## src/rtl/core/bpfa_pkg.sv

```systemverilog
// Shared codes, widths and types of the bitmap page frame allocator.
package bpfa_pkg;

  localparam int CMD_W     = 2;
  localparam int STATUS_W  = 2;
  localparam int CNT_W     = 16;
  localparam int PAGE_W    = 20;
  localparam int ADDR_W    = 32;
  localparam int OFFSET_W  = 12;
  localparam int WORD_W    = 32;
  localparam int BIT_W     = 5;
  localparam int LIMIT_W   = 6;
  localparam int CFG_IDX_W = 2;
  localparam int CFG_DATA_W = 20;

  localparam logic [CMD_W-1:0] CMD_INIT  = 2'd0;
  localparam logic [CMD_W-1:0] CMD_ALLOC = 2'd1;
  localparam logic [CMD_W-1:0] CMD_FREE  = 2'd2;

  localparam logic [STATUS_W-1:0] STATUS_OK       = 2'd0;
  localparam logic [STATUS_W-1:0] STATUS_NO_FRAME = 2'd1;
  localparam logic [STATUS_W-1:0] STATUS_MISALIGN = 2'd2;
  localparam logic [STATUS_W-1:0] STATUS_RANGE    = 2'd3;

  localparam logic [CFG_IDX_W-1:0] CFG_FRAME_COUNT = 2'd0;
  localparam logic [CFG_IDX_W-1:0] CFG_BASE_PAGE   = 2'd1;

  localparam logic [CNT_W-1:0]  FRAME_COUNT_RST = 16'd32768;
  localparam logic [PAGE_W-1:0] BASE_PAGE_RST   = 20'd0;

  typedef struct packed {
    logic             found;
    logic [BIT_W-1:0] bit_idx;
  } find_res_t;

endpackage

```

## src/rtl/core/bpfa_word_find.sv

```systemverilog
// Lowest free frame search inside one bitmap word, limited to the managed frames.
module bpfa_word_find (
  input  logic [bpfa_pkg::WORD_W-1:0]  map_word,
  input  logic [bpfa_pkg::LIMIT_W-1:0] limit,
  output bpfa_pkg::find_res_t          res
);

  import bpfa_pkg::*;

  logic [WORD_W-1:0] free_vec;

  // a bit counts as free only below the limit of managed frames
  always_comb begin
    for (int b = 0; b < WORD_W; b++) begin
      free_vec[b] = !map_word[b] && (LIMIT_W'(b) < limit);
    end
  end

  // priority encode, lowest bit wins
  always_comb begin
    res.found   = |free_vec;
    res.bit_idx = '0;
    for (int b = WORD_W - 1; b >= 0; b--) begin
      if (free_vec[b]) begin
        res.bit_idx = BIT_W'(b);
      end
    end
  end

endmodule

```

## config.mk

```make
export PLATFORM = sky130hd
export DESIGN_NAME = bpfa_word_find
export DESIGN_NICKNAME = d
export VERILOG_FILES = /design/src/rtl/core/bpfa_pkg.sv /design/src/rtl/core/bpfa_word_find.sv
export SDC_FILE = /design/constraint.sdc
export NUM_CORES = 1
export LEC_CHECK = 0
export BUFFER_PORTS_ARGS = -buffer_cell sky130_fd_sc_hd__buf_2
export CELL_PAD_IN_SITES_DETAIL_PLACEMENT = 1
export CELL_PAD_IN_SITES_GLOBAL_PLACEMENT = 2
export CORE_MARGIN = 3
export CORE_UTILIZATION = 28
export DETAILED_ROUTE_END_ITERATION = 8
export MAX_ROUTING_LAYER = met4
export PLACE_DENSITY = 0.84
export SLEW_MARGIN = 20
export SYNTH_ARGS = -nofsm -noshare
export SYNTH_HDL_FRONTEND = slang
export SYNTH_SLANG_ARGS = --single-unit
```

## constraint.sdc

```tcl
create_clock -name vclk -period 2.7
set_input_delay 0.54 -clock vclk [all_inputs]
set_output_delay 0.54 -clock vclk [all_outputs]
set_load 0.1 [all_outputs]
```

==> results.cfg, run 1 <==
[power_and_ir_drop]
power.density_nw_per_um2 = 185.0
irDropWorstVdd_v = 0.0001126
p_int_uw = 211.5
sw_frac_of_total_pct = 52.95
pwr-share-seq_pct = 0
pwr-share-clk_pct = 0
power_uw = 449.6
p_leak_nw = 1.035
p_sw_uw = 238.0
combPwrFrac_pct = 100.0

[route]
wl_met2_um = 4032
wl_met3_um = 371
wl_um = 7677
vias_per_cell = 5.994
vias = 1936
remaining_drc_errors = 0
initialDrtViolationCount = 89
wl_met1_um = 2802
wl_per_cell_um = 23.77
ant_nets = 0
drt_first_pass_iters = 4
top_layer_used = met4

[die]
initial_core_util_pct = 29.42
dieWidth_um = 71.29
core_um2 = 4058
die_y_um = 71.29
io_pins = 44
dieArea_um2 = 5082
core.rowCount = 23

[critical_path]
endpoint_kind = output port
worstSetupStartpoint = limit[2]
cp.arrival_ns = 2.37
crit_required_ns = 2.16
cp-endpoint = res[1]
critPathBufInv = 4
path_delay_family = buffers and inverters
crit_type = in2out
worst_path_largest_cell_delay_ns = 0.38
startpoint_type = input pin
critPathMaxFanout = 11
cp.depth = 10
path_cells = buf_6 -> bufbuf_16 -> nand4b_1 -> a221oi_4 -> buf_4 -> a32oi_2 -> o31ai_4 -> nand4_1 -> nand3_2 -> buf_12
slowest_stage = a221oi_4

[flow_run]
maxCapViolCount = 0

[final_layout]
diodes = 0
final_common_cell = buf_4
seq_area_um2 = 0
clock_buffers = 0
syn_to_final_growth_pct = 103.6
nets = 313
design.seq.count = 0
drive_gt1_share_pct = 64.84
instances_no_fill = 323
layout_common_cells = buf_4, buf_2, nand2_1

[yosys]
synth_area_per_cell_um2 = 7.148
yosysUniqueCellTypes = 61
synth_area_um2 = 1194
yosysWarnings = 0
synthesis.instances = 167
ys_seq_area_share_pct = 0
synth_nets = 205

[sta]
rsz0062_at_grt = true
drv_slew = 0
hold_viol = 0
slew_headroom_pct = 64.94
fin_crit_ns = 2.914
worstMarginPinSlew_ns = 0.5220
setup_ws_ns = -0.2137
setup_viol = 6
period_share_pct = 107.9
hold_ws_ns = 1.521
fmax_mhz = 343.2
finalSetupTns_ns = -0.9154

[global_routing]
grt_pass1_vias = 2112
grt_max_degree = 13
antenna_found_initial = 0
overflow = 0
grt_pass1_wl_um = 10590
grt.total_usage_pct = 26.96

[placement]
dp_cells = 304
port_buffers = 44
routabilityCongestion = 0.8870
dp_hpwl_um = 4401

[outcome]
violations = negative setup slack
outcome = finished with violations

[hold_path]
holdCritPathClass = in2out

[clocking]
ctsHoldBuffers = 0
worst min path at each step:
stage                            from  endpoint  cells past startpoint
after floorplan           map_word[0]    res[0]                      2
after detailed placement  map_word[0]    res[0]                      4
after global placement    map_word[0]    res[0]                      4
after global routing      map_word[0]    res[0]                      4
final                     map_word[0]    res[0]                      4
after CTS                 map_word[0]    res[0]                      4
stage by stage:
step / setup slack, ns / cell area [µm²] / utilization (%)
2_1_floorplan: -0.1430 / 1241 / -
3_3_place_gp: -0.2604 / 1902 / 46.87
3_5_place_dp: -0.3048 / 1902 / 46.87
4_1_cts: -0.09462 / 2286 / 56.34
5_1_grt: -0.2559 / 2430 / 59.88
6_report: -0.2137 / 2430 / 59.88
layer usage:
| metal | vias to the layer above | track usage, % |
|---|---|---|
| met5 | - | - |
| met4 | 0 | 9.603 |
| met3 | 41 | 2.945 |
| met2 | 93 | 50.82 |
| met1 | 935 | 28.69 |
| li1 | 867 | - |
synthesized netlist by cell type, types with 2 or more instances:
library cell	instances	share of area, %
a211o_1	3	2.2
a211oi_2	3	3.1
a21bo_2	3	2.5
a21o_1	3	1.9
a21oi_1	18	7.5
a221oi_1	2	1.5
a221oi_2	2	2.5
a31oi_1	4	2.1
buf_6	9	8.5
inv_1	3	0.94
nand2_1	18	5.7
nand2b_1	5	2.6
nand3_1	9	3.8
nand4_1	3	1.6
nor2_1	11	3.5
nor2b_1	5	2.6
nor3_1	6	2.5
nor4_4	2	3.6
o211ai_1	5	3.1
o21a_1	2	1.3
o21ai_0	8	3.4
o31ai_1	4	2.5
power by group through the flow:
stage	Clock [mW]	Sequential, mW	Combinational (mW)
after floorplan	0	0	0.185
after global placement	0	0	0.318
after detailed placement	0	0	0.328
after CTS	0	0	0.388
after global routing	0	0	0.474
final	0	0	0.450
cell families (layout without fill, tap and decap cells):
| family | count (synthesis) | in the layout | synth area share (%) |
|---|---|---|---|
| and+or+nand+nor | 76 | 76 | 39.42 |
| AOI/OAI and AO/OA | 75 | 75 | 47.70 |
| buffers and inverters | 16 | 122 | 12.89 |
cell type report:
| cell class | instances | area [µm²] |
|---|---|---|
| fill | 500 | 1628 |
| inverter | 3 | 11.26 |
| multi-input combinational | 151 | 1309 |
| tap | 50 | 62.56 |
| timing repair buffer | 119 | 1047 |
what timing repair did:
item,4_1_cts,5_1_grt
endpoints found under the hold margin,0,0
endpoints found under the setup margin,6,6
gates cloned,2,0
pin swaps,22,20
buffers inserted,14,4
gates resized for setup,55,21
(Power assumes the default switching activity.)
==> run 2, diff against run 1 <==
--- a/config.mk
+++ b/config.mk
@@ -13,6 +13,7 @@
 export DETAILED_ROUTE_END_ITERATION = 8
 export MAX_ROUTING_LAYER = met4
 export PLACE_DENSITY = 0.84
+export SKIP_LAST_GASP = 1
 export SLEW_MARGIN = 20
 export SYNTH_ARGS = -nofsm -noshare
 export SYNTH_HDL_FRONTEND = slang
==> run 2 against run 1 <==
Effect of this change: the run still ends with negative setup slack left; worst setup slack worse by 0.071 ns; wire length is 2.0% higher; critical endpoint is now res[2]; final cell count up 0.93%; first-iteration DRC count is 88% higher; power rose by 7.1%.
==> results.cfg, run 2 (same netlist as run 1, synthesis figures left out) <==
[outcome]
outcome = finished with violations
violations = negative setup slack

[sta]
fmax_mhz = 335.1
setup_ws_ns = -0.2843
worstMarginPinSlew_ns = 0.4576
rsz0062_at_grt = true
period_share_pct = 110.5
fin_crit_ns = 2.984
hold_ws_ns = 1.521
setup_viol = 6
hold_viol = 0
drv_slew = 0
slew_headroom_pct = 69.50

[critical_path]
cp.arrival_ns = 2.44
crit_required_ns = 2.16
startpoint_type = input pin
slowest_stage = o211ai_1
crit_type = in2out
critPathMaxFanout = 5
critPathBufInv = 5
endpoint_kind = output port
worst_path_largest_cell_delay_ns = 0.37
path_cells = buf_12 -> buf_6 -> o211ai_1 -> a21oi_2 -> buf_4 -> nor4_4 -> buf_4 -> nand2_2 -> o211ai_1 -> a21oi_4 -> buf_12
path_delay_family = compound AO/OA/AOI/OAI gates

[die]
core.rowCount = 23
dieWidth_um = 71.29
dieArea_um2 = 5082
io_pins = 44
die_y_um = 71.29
core_um2 = 4058
initial_core_util_pct = 29.42

[final_layout]
syn_to_final_growth_pct = 118.0
seq_area_um2 = 0
diodes = 0
nets = 316
design.seq.count = 0
fin_util_pct = 64.14
layout_common_cells = buf_4, buf_2, nand2_1
final_common_cell = buf_4
nFillCells = 473
clock_buffers = 0
drive_gt1_share_pct = 67.03

[route]
ant_nets = 0
vias_per_cell = 6.129
wl_per_cell_um = 24.02
drt_first_pass_iters = 5
remaining_drc_errors = 0
vias = 1998
initialDrtViolationCount = 167
wl_um = 7830

[placement]
routabilityCongestion = 0.8870
dp_hpwl_um = 4401
port_buffers = 44

[power_and_ir_drop]
p_leak_nw = 1.089
power.density_nw_per_um2 = 185.0
irDropWorstVdd_v = 0.00009443
power_uw = 481.4

[global_routing]
grt_pass1_vias = 2143
antenna_found_initial = 0
grt_pass1_wl_um = 10600
grt_max_degree = 13
overflow = 0
grt.total_usage_pct = 26.90

[hold_path]
holdPathEnd = res[0]
worstHoldStart = map_word[0]
holdCritPathClass = in2out
holdPathStages = 4

[clocking]
ctsHoldBuffers = 0

[flow_run]
maxCapViolCount = 0
-- run 2: changes by cell type in the layout (fill, tap and decap cells not counted), moves of 2 or more --
cell	delta
buf_6	+3
a211oi_2	-2
nor3_1	-2
nor3_2	+2
a211oi_4	+2
buf_12	+4
buf_4	-5
-- run 2: cell type report --
type | count | area (µm²) | area share (%)
multi-input combinational | 151 | 1385 | 53.22
tap | 50 | 62.56 | 2.404
timing repair buffer | 122 | 1144 | 43.94
inverter | 3 | 11.26 | 0.4327
-- run 2: report_power, final --
part,internal [mW],switching (mW)
clock network,0,0
logic,0.232,0.249
registers,0,0
total,0.232,0.249
-- run 2: how the worst max path moves through the flow --
stage / from / end / slack, ns / cells after the start
4_1_cts: limit[0] / res[2] / -0.09 / 9
6_report: limit[0] / res[2] / -0.28 / 11
3_5_place_dp: limit[5] / res[0] / -0.30 / 8
2_1_floorplan: limit[2] / res[0] / -0.14 / 8
5_1_grt: limit[0] / res[2] / -0.39 / 11
3_3_place_gp: limit[3] / res[0] / -0.26 / 8
-- run 2: per-stage QoR --
stage	instance area (µm²)	std cells	setup TNS [ns]	setup WS, ns
after CTS	2282	319	-0.3389	-0.09462
after floorplan	1241	167	-0.2681	-0.1430
final	2603	326	-1.139	-0.2843
after global placement	1902	304	-0.8943	-0.2604
after detailed placement	1902	304	-1.287	-0.3048
after global routing	2603	326	-1.509	-0.3900
-- run 2: metal layers --
metal  track usage, %  part of all wire (%)
met2            49.90                    54
met3            2.805                   6.6
met4            13.15                   5.5
met1            27.93                    34
met5                -                     0
-- run 2: what timing repair did --
item                       CTS  global route
buffers inserted            14             6
gates cloned                 2             1
pin swaps                   21            32
gates resized for setup     54            49
setup endpoints to repair    6             6
==> run 3, diff against run 2 <==
--- a/config.mk
+++ b/config.mk
@@ -5,7 +5,7 @@
 export SDC_FILE = /design/constraint.sdc
 export NUM_CORES = 1
 export LEC_CHECK = 0
-export BUFFER_PORTS_ARGS = -buffer_cell sky130_fd_sc_hd__buf_2
+export BUFFER_PORTS_ARGS = -buffer_cell sky130_fd_sc_hd__buf_4
 export CELL_PAD_IN_SITES_DETAIL_PLACEMENT = 1
 export CELL_PAD_IN_SITES_GLOBAL_PLACEMENT = 2
 export CORE_MARGIN = 3
==> run 3 against run 2 <==
Effect of this change: the flow still finishes with violations (negative setup slack); clock-buffer cell count is the same; worst setup slack improved by 0.12 ns; non-clock buffer count fell by 20; via count decreased by 8.4%; critical path depth down 3; combinational power shrank 12%; flip-flop and latch count is the same; largest cell class unchanged.
==> results.cfg, run 3 (same netlist as run 1, synthesis figures left out) <==
[hold_path]
holdCritPathClass = in2out
holdPathStages = 4

[route]
remaining_drc_errors = 0
initialDrtViolationCount = 89
ant_nets = 0
vias = 1831
wl_per_cell_um = 21.20
wl_um = 6509
drt_first_pass_iters = 4
vias_per_cell = 5.964

[sta]
hold_viol = 0
hold_ws_ns = 1.530
fmax_mhz = 348.7
drv_slew = 0
setup_ws_ns = -0.1681
fin_crit_ns = 2.868
rsz0062_at_grt = true
slew_headroom_pct = 66.50
worstMarginPinSlew_ns = 0.4973
setup_viol = 4
period_share_pct = 106.2

[power_and_ir_drop]
pwr-share-clk_pct = 0
power.density_nw_per_um2 = 180.9
combPwrFrac_pct = 100.0
p_int_uw = 199.8
irDropWorstVdd_v = 0.00009848
p_sw_uw = 223.2
sw_frac_of_total_pct = 52.76
pwr-share-seq_pct = 0
p_leak_nw = 0.9626

[outcome]
violations = negative setup slack
outcome = finished with violations

[final_layout]
clock_buffers = 0
nFillCells = 483
syn_to_final_growth_pct = 95.91
final_common_cell = buf_4
drive_gt1_share_pct = 62.65
diodes = 0
seq_area_um2 = 0
nets = 297
design.seq.count = 0
layout_common_cells = buf_4, nand2_1, nor2_1

[placement]
dp_hpwl_um = 4362
dp_slack_ns = -0.2782
routabilityCongestion = 0.9507
port_buffers = 44

[die]
core_um2 = 4058
initial_core_util_pct = 29.42
core.rowCount = 23
die_y_um = 71.29
dieWidth_um = 71.29
dieArea_um2 = 5082
io_pins = 44

[global_routing]
antenna_found_initial = 0
grt_pass1_wl_um = 9694
grt.total_usage_pct = 24.02
grt_max_degree = 19
overflow = 0
grt_pass1_vias = 1943

[critical_path]
cp.arrival_ns = 2.33
startpoint_type = input pin
worst_path_largest_cell_delay_ns = 0.41
crit_type = in2out
path_cells = buf_8 -> nor3_4 -> o21ai_0 -> a211oi_2 -> nand2b_1 -> o211ai_1 -> a21oi_4 -> buf_12
slowest_stage = a211oi_2
endpoint_kind = output port
critPathMaxFanout = 14
crit_required_ns = 2.16

[clocking]
ctsHoldBuffers = 0

[flow_run]
maxCapViolCount = 0
-- run 3: cell types whose count changed in the layout (fill, tap and decap cells not counted), moves of 3 or more --
cell    previous run  this run
buf_12            14         8
buf_6             14         3
buf_2             32         0
buf_4             56        85
nor3_2             4         1
nor3_4             1         4
buf_8              3         6
-- run 3: path summary, 6_finish.rpt --
check	start	endpoint	slack (ns)
min	map_word[0]	res[0]	1.53
max	limit[3]	res[2]	-0.17
-- run 3: routing by layer --
layer	vias up	wire length (µm)	track usage, %
met5	-	0	-
met4	0	252	3.549
met3	24	193	0.7013
met2	65	3504	47.76
met1	901	2559	26.72
li1	841	-	-
-- run 3: stage by stage --
step | area, µm² | TNS [ns] | power [mW] | utilization (%) | cells
floorplan | 1241 | -0.2681 | 0.1853 | - | 167
CTS | 2148 | -0.1737 | 0.3728 | 52.94 | 305
global placement | 1834 | -0.8419 | 0.3071 | 45.21 | 292
finish | 2338 | -0.4239 | 0.4230 | 57.63 | 307
detailed placement | 1834 | -1.266 | 0.3185 | 45.21 | 292
global route | 2338 | -0.8130 | 0.4484 | 57.63 | 307
-- run 3: timing repair --
item,in CTS,in global routing
resized for setup,48,32
buffers inserted,12,2
setup endpoints to repair,6,6
pin swaps,15,21
gates cloned,1,0
-- run 3: area by class of cell --
cell class	count	area (µm²)	area share, %
Timing Repair Buffer	102	922.1	39.43
Inverter	3	11.26	0.4815
Tap cell	50	62.56	2.675
Multi-Input combinational cell	152	1343	57.41
-- run 3: power groups by stage --
stage               Clock, mW  Combinational, mW  Sequential, mW
global route                0              0.448               0
floorplan                   0              0.185               0
detailed placement          0              0.318               0
CTS                         0              0.373               0
finish                      0              0.423               0
global placement            0              0.307               0
-- run 3: worst max-delay path: cells and delay by family --
kind	cells	cell delay, ns
buffers and inverters	2	0.33
and+or+nand+nor	2	0.45
AOI/OAI and AO/OA	4	1.01
